$ cat config.mk
export PLATFORM = sky130hd
export DESIGN_NAME = qftv_div
export DESIGN_NICKNAME = d
export VERILOG_FILES = /design/src/qftv_pkg.sv /design/src/qftv_div.sv
export SDC_FILE = /design/constraint.sdc
export NUM_CORES = 2
export LEC_CHECK = 0
export BUFFER_PORTS_ARGS = -buffer_cell sky130_fd_sc_hd__buf_2
export CAP_MARGIN = 40
export CELL_PAD_IN_SITES_DETAIL_PLACEMENT = 1
export CELL_PAD_IN_SITES_GLOBAL_PLACEMENT = 2
export CORE_MARGIN = 2
export CORE_UTILIZATION = 42
export DETAILED_ROUTE_END_ITERATION = 10
export PLACE_DENSITY = 0.94
export SKIP_LAST_GASP = 1
export SYNTH_ARGS = -nofsm -noshare
export SYNTH_HDL_FRONTEND = slang
export SYNTH_SLANG_ARGS = --single-unit
$ cat constraint.sdc
create_clock -name clk -period 31.8 [get_ports clk]
set_input_delay 0 -clock clk [delete_from_list [all_inputs] [get_ports clk]]
set_output_delay 0 -clock clk [all_outputs]
set_load 0.01 [all_outputs]
$ cat src/qftv_pkg.sv
// shared types, constants and helpers for the quaternion-from-two-vectors block
package qftv_pkg;

  localparam int FIFO_DEPTH  = 32;
  localparam int FIFO_AW     = $clog2(FIFO_DEPTH);
  localparam int SQRT_BITS   = 32;
  localparam int SQRT_STAGES = 8;
  localparam int SQRT_STEPS  = SQRT_BITS / SQRT_STAGES;
  localparam int QBITS       = 15;
  localparam int DIV_STAGES  = 5;
  localparam int DIV_STEPS   = QBITS / DIV_STAGES;
  localparam int DIV_RW      = 47;
  localparam int LATENCY     = 30;

  localparam logic [19:0] OPP_SCALE = 20'd1000000;
  localparam logic [5:0]  NORM_MSB  = 6'd29;

  typedef struct packed {
    logic signed [15:0] src_x;
    logic signed [15:0] src_y;
    logic signed [15:0] src_z;
    logic signed [15:0] dst_x;
    logic signed [15:0] dst_y;
    logic signed [15:0] dst_z;
  } vec_t;

  typedef struct packed {
    logic signed [15:0] quat_w;
    logic signed [15:0] quat_x;
    logic signed [15:0] quat_y;
    logic signed [15:0] quat_z;
    logic               opposite_flag;
    logic               zero_input_flag;
  } quat_t;

  typedef struct packed {
    logic [FIFO_AW:0] level;
    logic             full;
    logic             empty;
  } fifo_stat_t;

  function automatic logic signed [31:0] smul16(input logic signed [15:0] a,
                                                input logic signed [15:0] b);
    logic signed [31:0] ea, eb;
    ea = 32'(a);
    eb = 32'(b);
    return ea * eb;
  endfunction

  // position of the highest set bit
  function automatic logic [5:0] lead_pos(input logic [32:0] v);
    logic [5:0] p;
    p = '0;
    for (int i = 0; i < 33; i++) begin
      if (v[i]) p = 6'(i);
    end
    return p;
  endfunction

endpackage

$ cat src/qftv_div.sv
// pipelined restoring divider giving round(mag * 2^14 / nrm)
module qftv_div (
  input  logic                        clk,
  input  logic [29:0]                 mag,
  input  logic [30:0]                 nrm,
  output logic [qftv_pkg::QBITS-1:0]  quo
);

  logic [qftv_pkg::DIV_RW-1:0] rem_r [qftv_pkg::DIV_STAGES];
  logic [31:0]                 den_r [qftv_pkg::DIV_STAGES];
  logic [qftv_pkg::QBITS-1:0]  quo_r [qftv_pkg::DIV_STAGES];

  for (genvar s = 0; s < qftv_pkg::DIV_STAGES; s++) begin : g_stage
    logic [qftv_pkg::DIV_RW-1:0] rem_in, rem_c, sub_c;
    logic [31:0]                 den_in;
    logic [qftv_pkg::QBITS-1:0]  quo_in, quo_c;

    if (s == 0) begin : g_first
      // dividend a*2^15 + n, divisor 2n
      assign rem_in = qftv_pkg::DIV_RW'({mag, {qftv_pkg::QBITS{1'b0}}})
                    + qftv_pkg::DIV_RW'(nrm);
      assign den_in = {nrm, 1'b0};
      assign quo_in = '0;
    end else begin : g_rest
      assign rem_in = rem_r[s-1];
      assign den_in = den_r[s-1];
      assign quo_in = quo_r[s-1];
    end

    always_comb begin
      rem_c = rem_in;
      quo_c = quo_in;
      sub_c = '0;
      for (int j = 0; j < qftv_pkg::DIV_STEPS; j++) begin
        sub_c = qftv_pkg::DIV_RW'(den_in)
                << (qftv_pkg::QBITS - 1 - (s * qftv_pkg::DIV_STEPS + j));
        if (rem_c >= sub_c) begin
          rem_c = rem_c - sub_c;
          quo_c = {quo_c[qftv_pkg::QBITS-2:0], 1'b1};
        end else begin
          quo_c = {quo_c[qftv_pkg::QBITS-2:0], 1'b0};
        end
      end
    end

    always_ff @(posedge clk) begin
      rem_r[s] <= rem_c;
      den_r[s] <= den_in;
      quo_r[s] <= quo_c;
    end
  end

  assign quo = quo_r[qftv_pkg::DIV_STAGES-1];

endmodule

### Word level (Yosys, flattened, before mapping)

Memory sizes are Yosys's and may differ from the RTL's.
Cells that the tools add are included.

| word-level totals | value |
|---|---|
| flip-flop bits (word level) | 0 |
| RAM bits | 470 |
| bits of input ports | 62 |
| output and inout bits | 15 |
| logic and storage cells | 64 |
| memories kept | 3 |

Memory list:

| name | words | width | read ports | clocked after memory_dff | wr ports | RTL line | RTL |
|---|---|---|---|---|---|---|---|
| rem_r | 5 | 47 | 4 | 0 | 5 | qftv_div.sv:9 | `logic [qftv_pkg::DIV_RW-1:0] rem_r [qftv_pkg::DIV_STAGES];` |
| den_r | 5 | 32 | 4 | 0 | 5 | qftv_div.sv:10 | `logic [31:0] den_r [qftv_pkg::DIV_STAGES];` |
| quo_r | 5 | 15 | 5 | 0 | 5 | qftv_div.sv:11 | `logic [qftv_pkg::QBITS-1:0] quo_r [qftv_pkg::DIV_STAGES];` |

| cells by class | value |
|---|---|
| add/subtract/negate cells | 16 |
| magnitude comparators | 15 |
| muxes and demuxes | 30 |

Operator list:

| cell | number |
|---|---|
| two-way mux 47 bit | 15 |
| greater-or-equal comparator 47 x 32 -> 1 bit | 1 |
| greater-or-equal comparator 47 x 33 -> 1 bit | 1 |
| greater-or-equal comparator 47 x 34 -> 1 bit | 1 |
| greater-or-equal comparator 47 x 35 -> 1 bit | 1 |
| greater-or-equal comparator 47 x 36 -> 1 bit | 1 |
| greater-or-equal comparator 47 x 37 -> 1 bit | 1 |
| greater-or-equal comparator 47 x 38 -> 1 bit | 1 |
| greater-or-equal comparator 47 x 39 -> 1 bit | 1 |
| greater-or-equal comparator 47 x 40 -> 1 bit | 1 |
| greater-or-equal comparator 47 x 41 -> 1 bit | 1 |
| greater-or-equal comparator 47 x 42 -> 1 bit | 1 |
| greater-or-equal comparator 47 x 43 -> 1 bit | 1 |
| greater-or-equal comparator 47 x 44 -> 1 bit | 1 |
| greater-or-equal comparator 47 x 45 -> 1 bit | 1 |
| subtractor 46 x 46 -> 47 bit | 1 |
| subtractor 47 x 32 -> 47 bit | 1 |
| subtractor 47 x 33 -> 47 bit | 1 |
| subtractor 47 x 34 -> 47 bit | 1 |
| subtractor 47 x 35 -> 47 bit | 1 |
| subtractor 47 x 36 -> 47 bit | 1 |
| subtractor 47 x 37 -> 47 bit | 1 |
| subtractor 47 x 38 -> 47 bit | 1 |
| subtractor 47 x 39 -> 47 bit | 1 |
| other kinds (9) | 23 |

### Longest topological paths before layout

| depth | value |
|---|---|
| word-level depth | 7 |
| mapped depth | 60 |
| mapped depth without buffers | 55 |

### Least setup slack after synthesis

OpenSTA, ideal clock, no wires.

| path | value |
|---|---|
| kind | input to register |
| start | input port mag[0] |
| end | memory rem_r[0][44] (netlist name) |
| setup time | 114 ps |
| data arrival time | 11380 ps |
| required time | 31686 ps |
| setup slack | 20306 ps |
| stages on the path | 59 |
| path buffers | 5 |
| cells stage by stage | ha_1 -> inv_1 -> fa_1 -> nor2b_1 -> o21ai_0 -> a21boi_0 -> o21ai_0 -> a21boi_0 -> o2111ai_1 -> a31oi_1 -> o21ai_0 -> nand2b_1 -> and3_1 -> xnor2_1 -> inv_1 -> ha_1 -> nand2_1 -> nor2_1 -> [... 23 more ...] -> fa_1 -> a21o_1 -> a21oi_1 -> o21bai_1 -> a21oi_1 -> o21ai_0 -> a221o_1 -> a41o_1 -> o211ai_1 -> nand3_1 -> nand2_1 -> a21oi_1 -> o22ai_1 -> and4b_1 -> buf_2 -> clkbuf_1 -> nor3_1 -> a21o_1 |

RTL lines:

| item | RTL line | RTL |
|---|---|---|
| start, declared | qftv_div.sv:4 | `input logic [29:0] mag,` |
| end, declared | qftv_div.sv:9 |  |

==> qor.txt <==
worst r2r dst = rem_r[0][132]$_DFF_P_
most frequent CP cell = o21ai_0
vias post-DR = 37,200
Multi-input gate area = 0.0295 mm²
Synth Register Bits = 323
clock edge transition at the registers on the reported setup and hold paths = 0.07 ns
final non-filler cell total = 6,254
Skew-Pair Late Insertion Delay = 0.60 ns
number of routed nets with antenna violations = 0
Max Fclk = 0.0708 GHz
Design Area, Final = 0.0410 mm²
status = complete, no violations
Max Root-Sink Buffers = 3
Syn Std Cell Area = 0.0376 mm²
hold worst-path end = rem_r[0][7]$_DFF_P_
Yosys top cell area share = 17.2%
share of layout cells above drive strength 1 = 7.39%
setup violators final = 0
num rows = 109
Crit Path Class = input pin to flop
area grow syn2layout = 8.84%
Core Footprint = 0.0886 mm²
Hold Crit Start = nrm[7]
Detailed Place HPWL = 111 mm
first drt pass iteration count = 5
leading area contributor after synthesis = dfxtp_1
final worst path period share = 44.4%
Min-Delay Path Class = input pin to flop
Synth Instances = 5,016
final hold vios = 0
register area = 0.00647 mm²
minimum clock period = 14.13 ns
Root Driver = clkbuf_16
Largest stage delay, worst path = 0.68 ns
CTS tree = built
Setup WS pre-CTS = 18.09 ns
worst flop-to-flop path startpoint = den_r[0][63]$_DFF_P_
H-tree level count = 2
Ports = 77
placed cells = 6,146
top_reg_cell synth = dfxtp_1
worst endpoint data arrival time = 14.61 ns
Inserted Clock Buffers = 42
Die W = 303 µm
routed len/inst = 21.6 µm
fin. max-slew vios = 0
port bufs = 76
placed inst area = 0.0392 mm²
Via density = 5.94
ys async rst share = 0%
RSZ-0062 raised after global routing = false
gr ovfl total = 0
Final #Nets = 5,616
Worst Setup End Kind = flop
R2R cell count = 42
Max Cap Viol = 0
Seq/Total Area, Yosys = 17.2%
initial antenna violation count = 2
first-pass GRT wire length = 211 mm
highest-count cells in the layout ignoring fill and taps = nand2_1, ha_1, o21ai_0
Critical Path Source Type = input pin
R2R Setup Slk = 18.40 ns
drt drc = 0
Post-Syn Nets = 5,575
worst-path fanout max = 45
number of synthesized flops with an enable pin = 0
most common cell after layout, fill and taps aside = nand2_1
Final Skew = 0.0402 ns
DIE AREA = 0.0920 mm²
maximum number of pins on one net before global-route repair = 63
syn avg cell area = 7.50 µm²
Fill cells = 11,200
relative slew slack = 40.6%
clk sinks = 323
initial DRC count = 1,688
Total Wirelength = 135 mm
RePlAce Congestion = 0.957
final setup TNS = 0 ns
top post-synthesis cells by area = dfxtp_1, ha_1, xnor2_1, o21ai_0, a21oi_1
final setup margin = 17.67 ns
post_cts resized = 0
synth unique cells = 100
Worst Tran Pin Value = 0.882 ns
vias in the first global route = 38,600
WHS Path Cells = 2
slowest CP cell = o311ai_0
gr usage total = 28.9%
Worst EP required = 32.29 ns
Initial Util = 42.5%
Synth warnings = 0
Die H = 303 µm
[flip-flops by register name, summed over array words and instances (netlist names)]
name,flops
den_r,90
quo_r,45
rem_r,188
[area by class of cell]
| cell class | instances | share of cell area (%) |
|---|---|---|
| flip-flops and latches | 323 | 15.8 |
| clock inverters | 19 | 0.693 |
| well taps | 1165 | 3.56 |
| repair buffers | 130 | 2.13 |
| clock buffers | 55 | 2.93 |
| inverters | 305 | 2.79 |
| diodes | 2 | 0.0122 |
| multi-input cells | 4255 | 72.1 |
[per-stage QoR]
| step | util, % | hold slack (ns) |
|---|---|---|
| global route | 46.2 | 0.0494 |
| global placement | 44.1 | 0.118 |
| detailed placement | 44.2 | 0.121 |
| CTS | 46.2 | 0.0429 |
| finish | 46.2 | 0.0607 |
| floorplan | - | 0.0277 |
[worst max-delay path, delay by kind of cell]
family                     cells  cell delay (ns)
AOI/OAI and AO/OA             31             8.39
buffers and inverters          8             2.09
adders and majority gates      5             1.73
and+or+nand+nor               11             1.60
muxes                          2             0.62
xor gates and xnor gates       1             0.14
[cells by family after synthesis]
kind of cell | count (synthesis) | synth area share (%)
DFF | 323 | 17.2
xor gates and xnor gates | 434 | 10.1
and+or+nand+nor | 1581 | 20.6
muxes | 153 | 4.51
buffers and inverters | 438 | 4.47
adders and majority gates | 497 | 16.8
AOI/OAI and AO/OA | 1590 | 26.4
[cells in the mapped netlist, types with 40 or more instances]
master    instances
xor2_1          156
o21ai_0         463
o21bai_1         53
o21a_1           69
o31ai_1          46
a31oi_1          41
nand4_1          80
ha_1            482
nor4_1           40
and3_1           50
nand2_1         540
a21oi_1         447
nor2b_1          75
inv_1           297
nor3_1           87
mux2_2          129
nor2_1          326
a21o_1          202
nand2b_1         75
xnor2_1         278
dfxtp_1         323
or3_1            41
nand3_1         108
clkbuf_1        101
[routing by layer]
layer	wire length, µm	GRT usage [%]	part of all wire, %
met1	56300	32.7	42
met5	0	0	0
met2	66700	53.2	49
met3	3750	2.66	2.8
met4	8390	16.2	6.2
[how the worst max path moves through the flow]
stage	startpoint	to	slack [ns]	cells past startpoint
floorplan	mag[0]	rem_r[0][44]$_DFF_P_	20.31	59
detailed placement	nrm[15]	rem_r[0][14]$_DFF_P_	18.09	57
CTS	nrm[16]	rem_r[0][24]$_DFF_P_	18.06	57
global route	nrm[15]	rem_r[0][24]$_DFF_P_	16.38	58
global placement	nrm[15]	rem_r[0][14]$_DFF_P_	18.53	57
finish	nrm[15]	rem_r[0][24]$_DFF_P_	17.67	58
[timing repair]
action	4_1_cts	5_1_grt
hold endpoints to repair	32	0
buffers inserted	0	0
hold buffers	31	0
Power is left out: the tool's default activity adds up to more than one toggle a clock period on the data nets, which glitch-free logic cannot reach.
