### src/qftv_pkg.sv
// shared types, constants and helpers for the quaternion-from-two-vectors block
package qftv_pkg;

  localparam int FIFO_DEPTH  = 32;
  localparam int FIFO_AW     = $clog2(FIFO_DEPTH);
  localparam int SQRT_BITS   = 32;
  localparam int SQRT_STAGES = 8;
  localparam int SQRT_STEPS  = SQRT_BITS / SQRT_STAGES;
  localparam int QBITS       = 15;
  localparam int DIV_STAGES  = 5;
  localparam int DIV_STEPS   = QBITS / DIV_STAGES;
  localparam int DIV_RW      = 47;
  localparam int LATENCY     = 30;

  localparam logic [19:0] OPP_SCALE = 20'd1000000;
  localparam logic [5:0]  NORM_MSB  = 6'd29;

  typedef struct packed {
    logic signed [15:0] src_x;
    logic signed [15:0] src_y;
    logic signed [15:0] src_z;
    logic signed [15:0] dst_x;
    logic signed [15:0] dst_y;
    logic signed [15:0] dst_z;
  } vec_t;

  typedef struct packed {
    logic signed [15:0] quat_w;
    logic signed [15:0] quat_x;
    logic signed [15:0] quat_y;
    logic signed [15:0] quat_z;
    logic               opposite_flag;
    logic               zero_input_flag;
  } quat_t;

  typedef struct packed {
    logic [FIFO_AW:0] level;
    logic             full;
    logic             empty;
  } fifo_stat_t;

  function automatic logic signed [31:0] smul16(input logic signed [15:0] a,
                                                input logic signed [15:0] b);
    logic signed [31:0] ea, eb;
    ea = 32'(a);
    eb = 32'(b);
    return ea * eb;
  endfunction

  // position of the highest set bit
  function automatic logic [5:0] lead_pos(input logic [32:0] v);
    logic [5:0] p;
    p = '0;
    for (int i = 0; i < 33; i++) begin
      if (v[i]) p = 6'(i);
    end
    return p;
  endfunction

endpackage

### src/qftv_isqrt.sv
// pipelined integer square root of a 64-bit radicand, four root bits per stage
module qftv_isqrt (
  input  logic                            clk,
  input  logic [63:0]                     rad,
  output logic [qftv_pkg::SQRT_BITS-1:0]  root
);

  logic [63:0] op_r  [qftv_pkg::SQRT_STAGES];
  logic [63:0] res_r [qftv_pkg::SQRT_STAGES];

  for (genvar s = 0; s < qftv_pkg::SQRT_STAGES; s++) begin : g_stage
    logic [63:0] op_in, res_in;
    logic [63:0] op_c, res_c, bit_c, trial;

    if (s == 0) begin : g_first
      assign op_in  = rad;
      assign res_in = '0;
    end else begin : g_rest
      assign op_in  = op_r[s-1];
      assign res_in = res_r[s-1];
    end

    always_comb begin
      op_c  = op_in;
      res_c = res_in;
      bit_c = '0;
      trial = '0;
      for (int j = 0; j < qftv_pkg::SQRT_STEPS; j++) begin
        bit_c = 64'd1 << (62 - 2 * (s * qftv_pkg::SQRT_STEPS + j));
        trial = res_c + bit_c;
        if (op_c >= trial) begin
          op_c  = op_c - trial;
          res_c = (res_c >> 1) + bit_c;
        end else begin
          res_c = res_c >> 1;
        end
      end
    end

    always_ff @(posedge clk) begin
      op_r[s]  <= op_c;
      res_r[s] <= res_c;
    end
  end

  assign root = res_r[qftv_pkg::SQRT_STAGES-1][qftv_pkg::SQRT_BITS-1:0];

endmodule

### config.mk
export PLATFORM = sky130hd
export DESIGN_NAME = qftv_isqrt
export DESIGN_NICKNAME = d
export VERILOG_FILES = /design/src/qftv_pkg.sv /design/src/qftv_isqrt.sv
export SDC_FILE = /design/constraint.sdc
export NUM_CORES = 2
export LEC_CHECK = 0
export BUFFER_PORTS_ARGS = -buffer_cell sky130_fd_sc_hd__clkbuf_2
export CELL_PAD_IN_SITES_DETAIL_PLACEMENT = 2
export CELL_PAD_IN_SITES_GLOBAL_PLACEMENT = 2
export CORE_UTILIZATION = 35
export CTS_CLUSTER_SIZE = 10
export DETAILED_ROUTE_END_ITERATION = 16
export GPL_ROUTABILITY_DRIVEN = 0
export PLACE_DENSITY_LB_ADDON = 0.1
export SLEW_MARGIN = 20
export SYNTH_ARGS = -nofsm -noshare
export SYNTH_HDL_FRONTEND = slang
export SYNTH_SLANG_ARGS = --single-unit
### constraint.sdc
create_clock -name clk -period 13.9 [get_ports clk]
set_clock_uncertainty 0.05 [all_clocks]
set_input_delay 1.39 -clock clk [delete_from_list [all_inputs] [get_ports clk]]
set_output_delay 1.39 -clock clk [all_outputs]
set_load 0.1 [all_outputs]
* Word-level counts from Yosys, hierarchy flattened *
Memories as Yosys holds them, arrays and structs flattened.
Cells that the tools add are included.

storage, ports and cells
  bits in writable memories = 1024
  input port bits = 65
  word-level logic and storage cells = 192
  register bits after elaboration = 0
  memories kept = 2
  output and inout port bits = 32

memories
  memory  depth  bits a word  rd ports  clocked after Yosys merged registers in  write ports  line             text
  op_r    8      64           7         0                                        8            qftv_isqrt.sv:8  logic [63:0] op_r [qftv_pkg::SQRT_STAGES];
  res_r   8      64           8         0                                        8            qftv_isqrt.sv:9  logic [63:0] res_r [qftv_pkg::SQRT_STAGES];

operators by class
  multiplexer cells = 64
  $add $sub $neg = 94
  magnitude comparators = 32

operator list
  kind                                                               count
  64-bit two-way mux                                                 63
  64-bit >= comparator                                               31
  64-bit subtractor                                                  31
  63-bit by 1-bit adder with 64-bit output (second input constant)   1
  63-bit by 11-bit adder with 64-bit output (second input constant)  1
  63-bit by 13-bit adder with 64-bit output (second input constant)  1
  63-bit by 15-bit adder with 64-bit output (second input constant)  1
  63-bit by 17-bit adder with 64-bit output (second input constant)  1
  63-bit by 19-bit adder with 64-bit output (second input constant)  1
  63-bit by 21-bit adder with 64-bit output (second input constant)  1
  63-bit by 23-bit adder with 64-bit output (second input constant)  1
  63-bit by 25-bit adder with 64-bit output (second input constant)  1
  63-bit by 27-bit adder with 64-bit output (second input constant)  1
  63-bit by 29-bit adder with 64-bit output (second input constant)  1
  63-bit by 3-bit adder with 64-bit output (second input constant)   1
  63-bit by 31-bit adder with 64-bit output (second input constant)  1
  63-bit by 33-bit adder with 64-bit output (second input constant)  1
  63-bit by 35-bit adder with 64-bit output (second input constant)  1
  63-bit by 37-bit adder with 64-bit output (second input constant)  1
  63-bit by 39-bit adder with 64-bit output (second input constant)  1
  63-bit by 41-bit adder with 64-bit output (second input constant)  1
  63-bit by 43-bit adder with 64-bit output (second input constant)  1
  63-bit by 45-bit adder with 64-bit output (second input constant)  1
  63-bit by 47-bit adder with 64-bit output (second input constant)  1
  other kinds (44)                                                   44

* Logic depth before layout (Yosys ltp) *
An unclocked memory read counts as a cell.

  word-level depth = 13
  mapped depth = 80

* Least setup slack after synthesis *
OpenSTA, ideal clock, no wires.

  kind = register -> register
  start = memory res_r[5][23], in the netlist res_r[1][87]
  end = memory op_r[6][14]
  stages on the path, launching flop included = 78
  library setup time = 0.121 ns
  path slack = -0.277 ns
  data arrival time = 14.006 ns
  period minus slack after synthesis = 14.177 ns
  required time = 13.729 ns
  path buffers = 16
  path through = dfxtp_1 inv_1 ha_1 clkbuf_1 a21o_1 a31oi_1 o221ai_1 o31ai_1 nand2_2 inv_2 buf_2 buf_2 clkbuf_1 clkbuf_1 nand2_1 nand2_1 ha_1 clkbuf_1 (+42 left out) a21o_1 a21o_1 a21o_1 a21o_1 a21o_1 a21o_1 a21o_1 a21oi_1 o21ai_0 nand2_1 nand2_1 a32oi_1 nand3_1 or4_4 nor2_2 buf_4 buf_6 mux2_2

RTL lines
  what                line
  start: declaration  qftv_isqrt.sv:9
  end: declaration    qftv_isqrt.sv:8

==> impl.org <==
** STA
- Slew at the pin with the worst max-slew slack :: between 1000 and 1500 ps
- Hold violation count in the final report :: 0
- For this run, the top clock speed supported by timing is about 74 MHz.
- Fraction of the cycle the final worst path needs :: 0.973
- The max-slew violation count was 0.
- Final worst setup slack :: 376 ps
- Headroom to the max-slew limit came out at 0.213.
- Final hold analysis gives a worst-case slack of 294 ps.
- Setup violations remaining at the end of the flow were counted as 0.
- The clock period could shrink to about 14000 ps.

** Yosys
- Fraction of the yosys area taken by sequential cells :: 0.195
- For this run, the leading register cell type out of synthesis is dfxtp_1.
- In this run, synthesis inferred 0 flip-flops with an integrated enable.
- Number of cells produced by synthesis :: 8155
- Counting distinct cell types in the post-synthesis netlist gives 120.
- The biggest area contributor in the post-synthesis netlist is dfxtp_1.
- Per-instance average area after synthesis :: 7.46 sq um
- Count of yosys warnings during synthesis :: 0
- The number of nets in the synthesized netlist is a little under 9000.
- Top cells by area, synth :: dfxtp_1 19%, ha_1 12%, xnor2_1 7.3%, a21oi_1 6.0%, nand2_1 4.4%
- Synth async-reset ratio :: 0
- Register bit total from synthesis :: 592
- Synthesized cell area :: ~61000 sq um
- Share of Yosys cell area claimed by the top area cell type :: 0.195

** Global routing
- First-pass GRT wire length :: 429000 um
- Across every metal layer, demand over resource in global routing totals 0.316.
- Overflow after GRT :: 0
- The number of global-route vias before repair was 68100.
- The number of antenna violations at the first check in global routing is 18.
- Entering global routing, the biggest net connects 58 pins.

** Drt
- Before antenna repair, the detailed router went through 7 iterations.
- The routed layout has 64200 vias.
- After detailed routing, the met3 layer carries around 9300 um of wire.
- Violation count after the first detailed-route iteration :: roughly 3600
- After detailed routing, the number of remaining DRC violations is 0.
- Summed over all nets, wire length on met2 after detailed routing comes to 142000 um.
- After detailed routing, the wire length on met1 is 122000 um.
- After detailed routing, the number of vias per cell comes to around 6.1.
- Average wire per cell in the routed design :: 27.1 um
- In this run the top signal layer used is met5.
- Once detail routing completed, the nets flagged for antenna violations numbered 0.
- Post-detailed-routing wire length :: 287000 um

** Floorplanning
- The die is 419 um tall.
- The initial utilization of the core area, before any placement, comes to 0.353.
- The floorplan has 152 rows.
- The die covers 175000 sq um.
- For this design the top-level I/O count stands at between 90 and 100.
- Die width :: 419 um
- The total area inside the core boundary comes to 172000 sq um.

** Critical path
- Data on the critical path is required at its endpoint by 14430 ps.
- Dominant cell type by count on the critical path :: a21o_1
- STA classifies the critical path startpoint as a flop.
- Setup slack, reg-to-reg :: 380 ps
- Measured in cells, the most critical reg-to-reg path has a length of 58.
- For this run, the slowest stage of the critical path takes 620 ps.
- Arrival time worst endpoint :: 14060 ps
- Worst-path maximum fanout :: 27
- In this run the critical register-to-register path is launched from op_r[5][1].
- Worst setup EP type :: flop
- In this run the critical register-to-register path is captured at op_r[6][36].
- Cell with the largest stage delay on the worst path :: or4_1
- Crit Path Category :: reg2reg

** Final layout
- Commonest cells after routing, fill and taps aside :: 722 x a21oi_1, 716 x nand2_1, 707 x nor2_1, 586 x dfxtp_1, 553 x ha_1
- Post-synthesis to final-layout area growth :: 11.2%
- Multi-input logic area :: 46900 sq um
- Number of fill cells in the layout :: around 20000
- The library cell used most frequently in the layout, excluding fill and tap cells, is a21oi_1.
- Footprint of the flip-flops and latches :: 11900 sq um
- After the flow finishes, the layout carries non-filler instances totaling 10600.
- Layout net count :: 8899
- Of the cells placed in the final design, the portion with a size suffix greater than 1 is 0.0909.

** Clocking
- The number of hold buffers added after CTS was 0.
- Max H-tree Level :: 3
- CTS tree :: done
- Total CTS buffers :: 78
- At the later pin of the worst-skew pair, clock insertion delay measures 730 ps.
- TritonCTS Sinks :: slightly below 600
- Clock slew at the register clock pins of the worst setup and hold paths :: approximately 50 ps
- Clock tree synthesis selected as its root buffer the cell clkbuf_16.
- Counting along the longest clock path gives a buffer depth of 3.

** Run status
- The run finished with clean final reports.

** Pwr
- Peak ir drop on the vdd network :: between 150 and 200 uV
- In this run the static leakage power is 0.0291 uW.
- For this design the ratio of total power to cell area is between 300 and 400 nW/um^2.

** Worst hold path
- The worst hold path terminates at res_r[1][219].
- Cell depth of the worst hold path :: 0
- Worst Hold Launch :: res_r[1][159]
- The worst hold path belongs to the class reg2reg.

** Placed design
- Pre-CTS setup slack :: -864 ps
- The number of placed instances, taps included, is 10400.
- Buffers on Ports :: 96
- Detailed placement finished with a half-perimeter wire length of 239000 um.

** Flow run
- Count of maximum capacitance violations :: 0
==> flip-flops by register name (all words and copies together), names as in the netlist <==
register	count
res_r	144
op_r	448
==> how the worst max path moves through the flow <==
stage                       from  slack, ps  depth (start not counted)     endpoint
floorplan           res_r[1][87]         10                         77  op_r[6][14]
global placement    res_r[1][91]       -660                         59   op_r[6][9]
detailed placement  res_r[1][91]       -860                         60  op_r[6][14]
CTS                 res_r[1][83]          5                         59  op_r[6][14]
global route        res_r[1][80]        -50                         60  op_r[6][36]
finish                op_r[5][1]        380                         58  op_r[6][36]
==> timing repair <==
item,4_1_cts,5_1_grt
endpoints found under the setup margin,58,169
buffers inserted,1,34
pin swaps,1,22
resized for setup,29,100
cloned,0,3
==> per-layer routing <==
layer  track usage  up-vias
li1              -    30100
met3        0.0286      471
met4         0.136        2
met5             0        -
met1         0.382    32400
met2         0.568     1333
==> per-stage QoR <==
stage	cell area (sq um)	util	TNS, ps	power [uW]
final	67600	0.393	0	20800
after CTS	66900	0.389	0	20500
after floorplan	60800	-	0	13400
after detailed placement	64400	0.374	-38660	18300
after global routing	67600	0.393	-687	22200
after global placement	64300	0.374	-25920	17900
==> Yosys cell counts, drive strengths merged (87+ instances only) <==
| master | instances |
|---|---|
| clkbuf | 205 |
| o21a | 95 |
| or3 | 94 |
| nand3 | 203 |
| nor3 | 211 |
| xnor2 | 508 |
| dfxtp | 592 |
| a21oi | 731 |
| o21ai | 530 |
| nor4 | 198 |
| nor2b | 92 |
| a31oi | 87 |
| nor2 | 716 |
| a21o | 284 |
| ha | 578 |
| nand2b | 103 |
| nand4 | 188 |
| nand2 | 720 |
| xor2 | 277 |
| inv | 377 |
| o21bai | 95 |
==> power by group <==
group	internal, uW	leakage [uW]	switching (uW)
Clock	1130	0.00115	864
Sequential	2200	0.00495	565
Combinational	5690	0.0230	10300
Total	9020	0.0291	11800
==> logic make-up (layout without fill, tap and decap cells) <==
group	after synthesis	count (layout)	share of synthesized area
other	0	8	0
AND/OR/NAND/NOR	3027	3027	0.256
flip-flops	592	592	0.195
adder cells (fa/ha/maj)	578	578	0.119
AO/OA/AOI/OAI	2402	2402	0.253
buffers and inverters	647	780	0.0415
multiplexers	124	124	0.0222
XOR/XNOR	785	785	0.113
==> cell type report <==
cell class,count,share of cell area
flip-flops and latches,592,0.175
inverters,377,0.0214
clock inverters,25,0.00557
repair buffers,291,0.0306
well taps,2310,0.0427
multi-input cells,6916,0.694
diodes,8,0.000296
clock buffers,87,0.0298
==> worst max-delay path: cells and delay by family (launching register included) <==
kind                     cells  cell delay [ps]
AO/OA/AOI/OAI               22             4060
flip-flops                   1              420
adder cells (fa/ha/maj)      3             1020
buffers and inverters        8             1460
AND/OR/NAND/NOR             23             5660
multiplexers                 2              700
(Power assumes the default switching activity.)
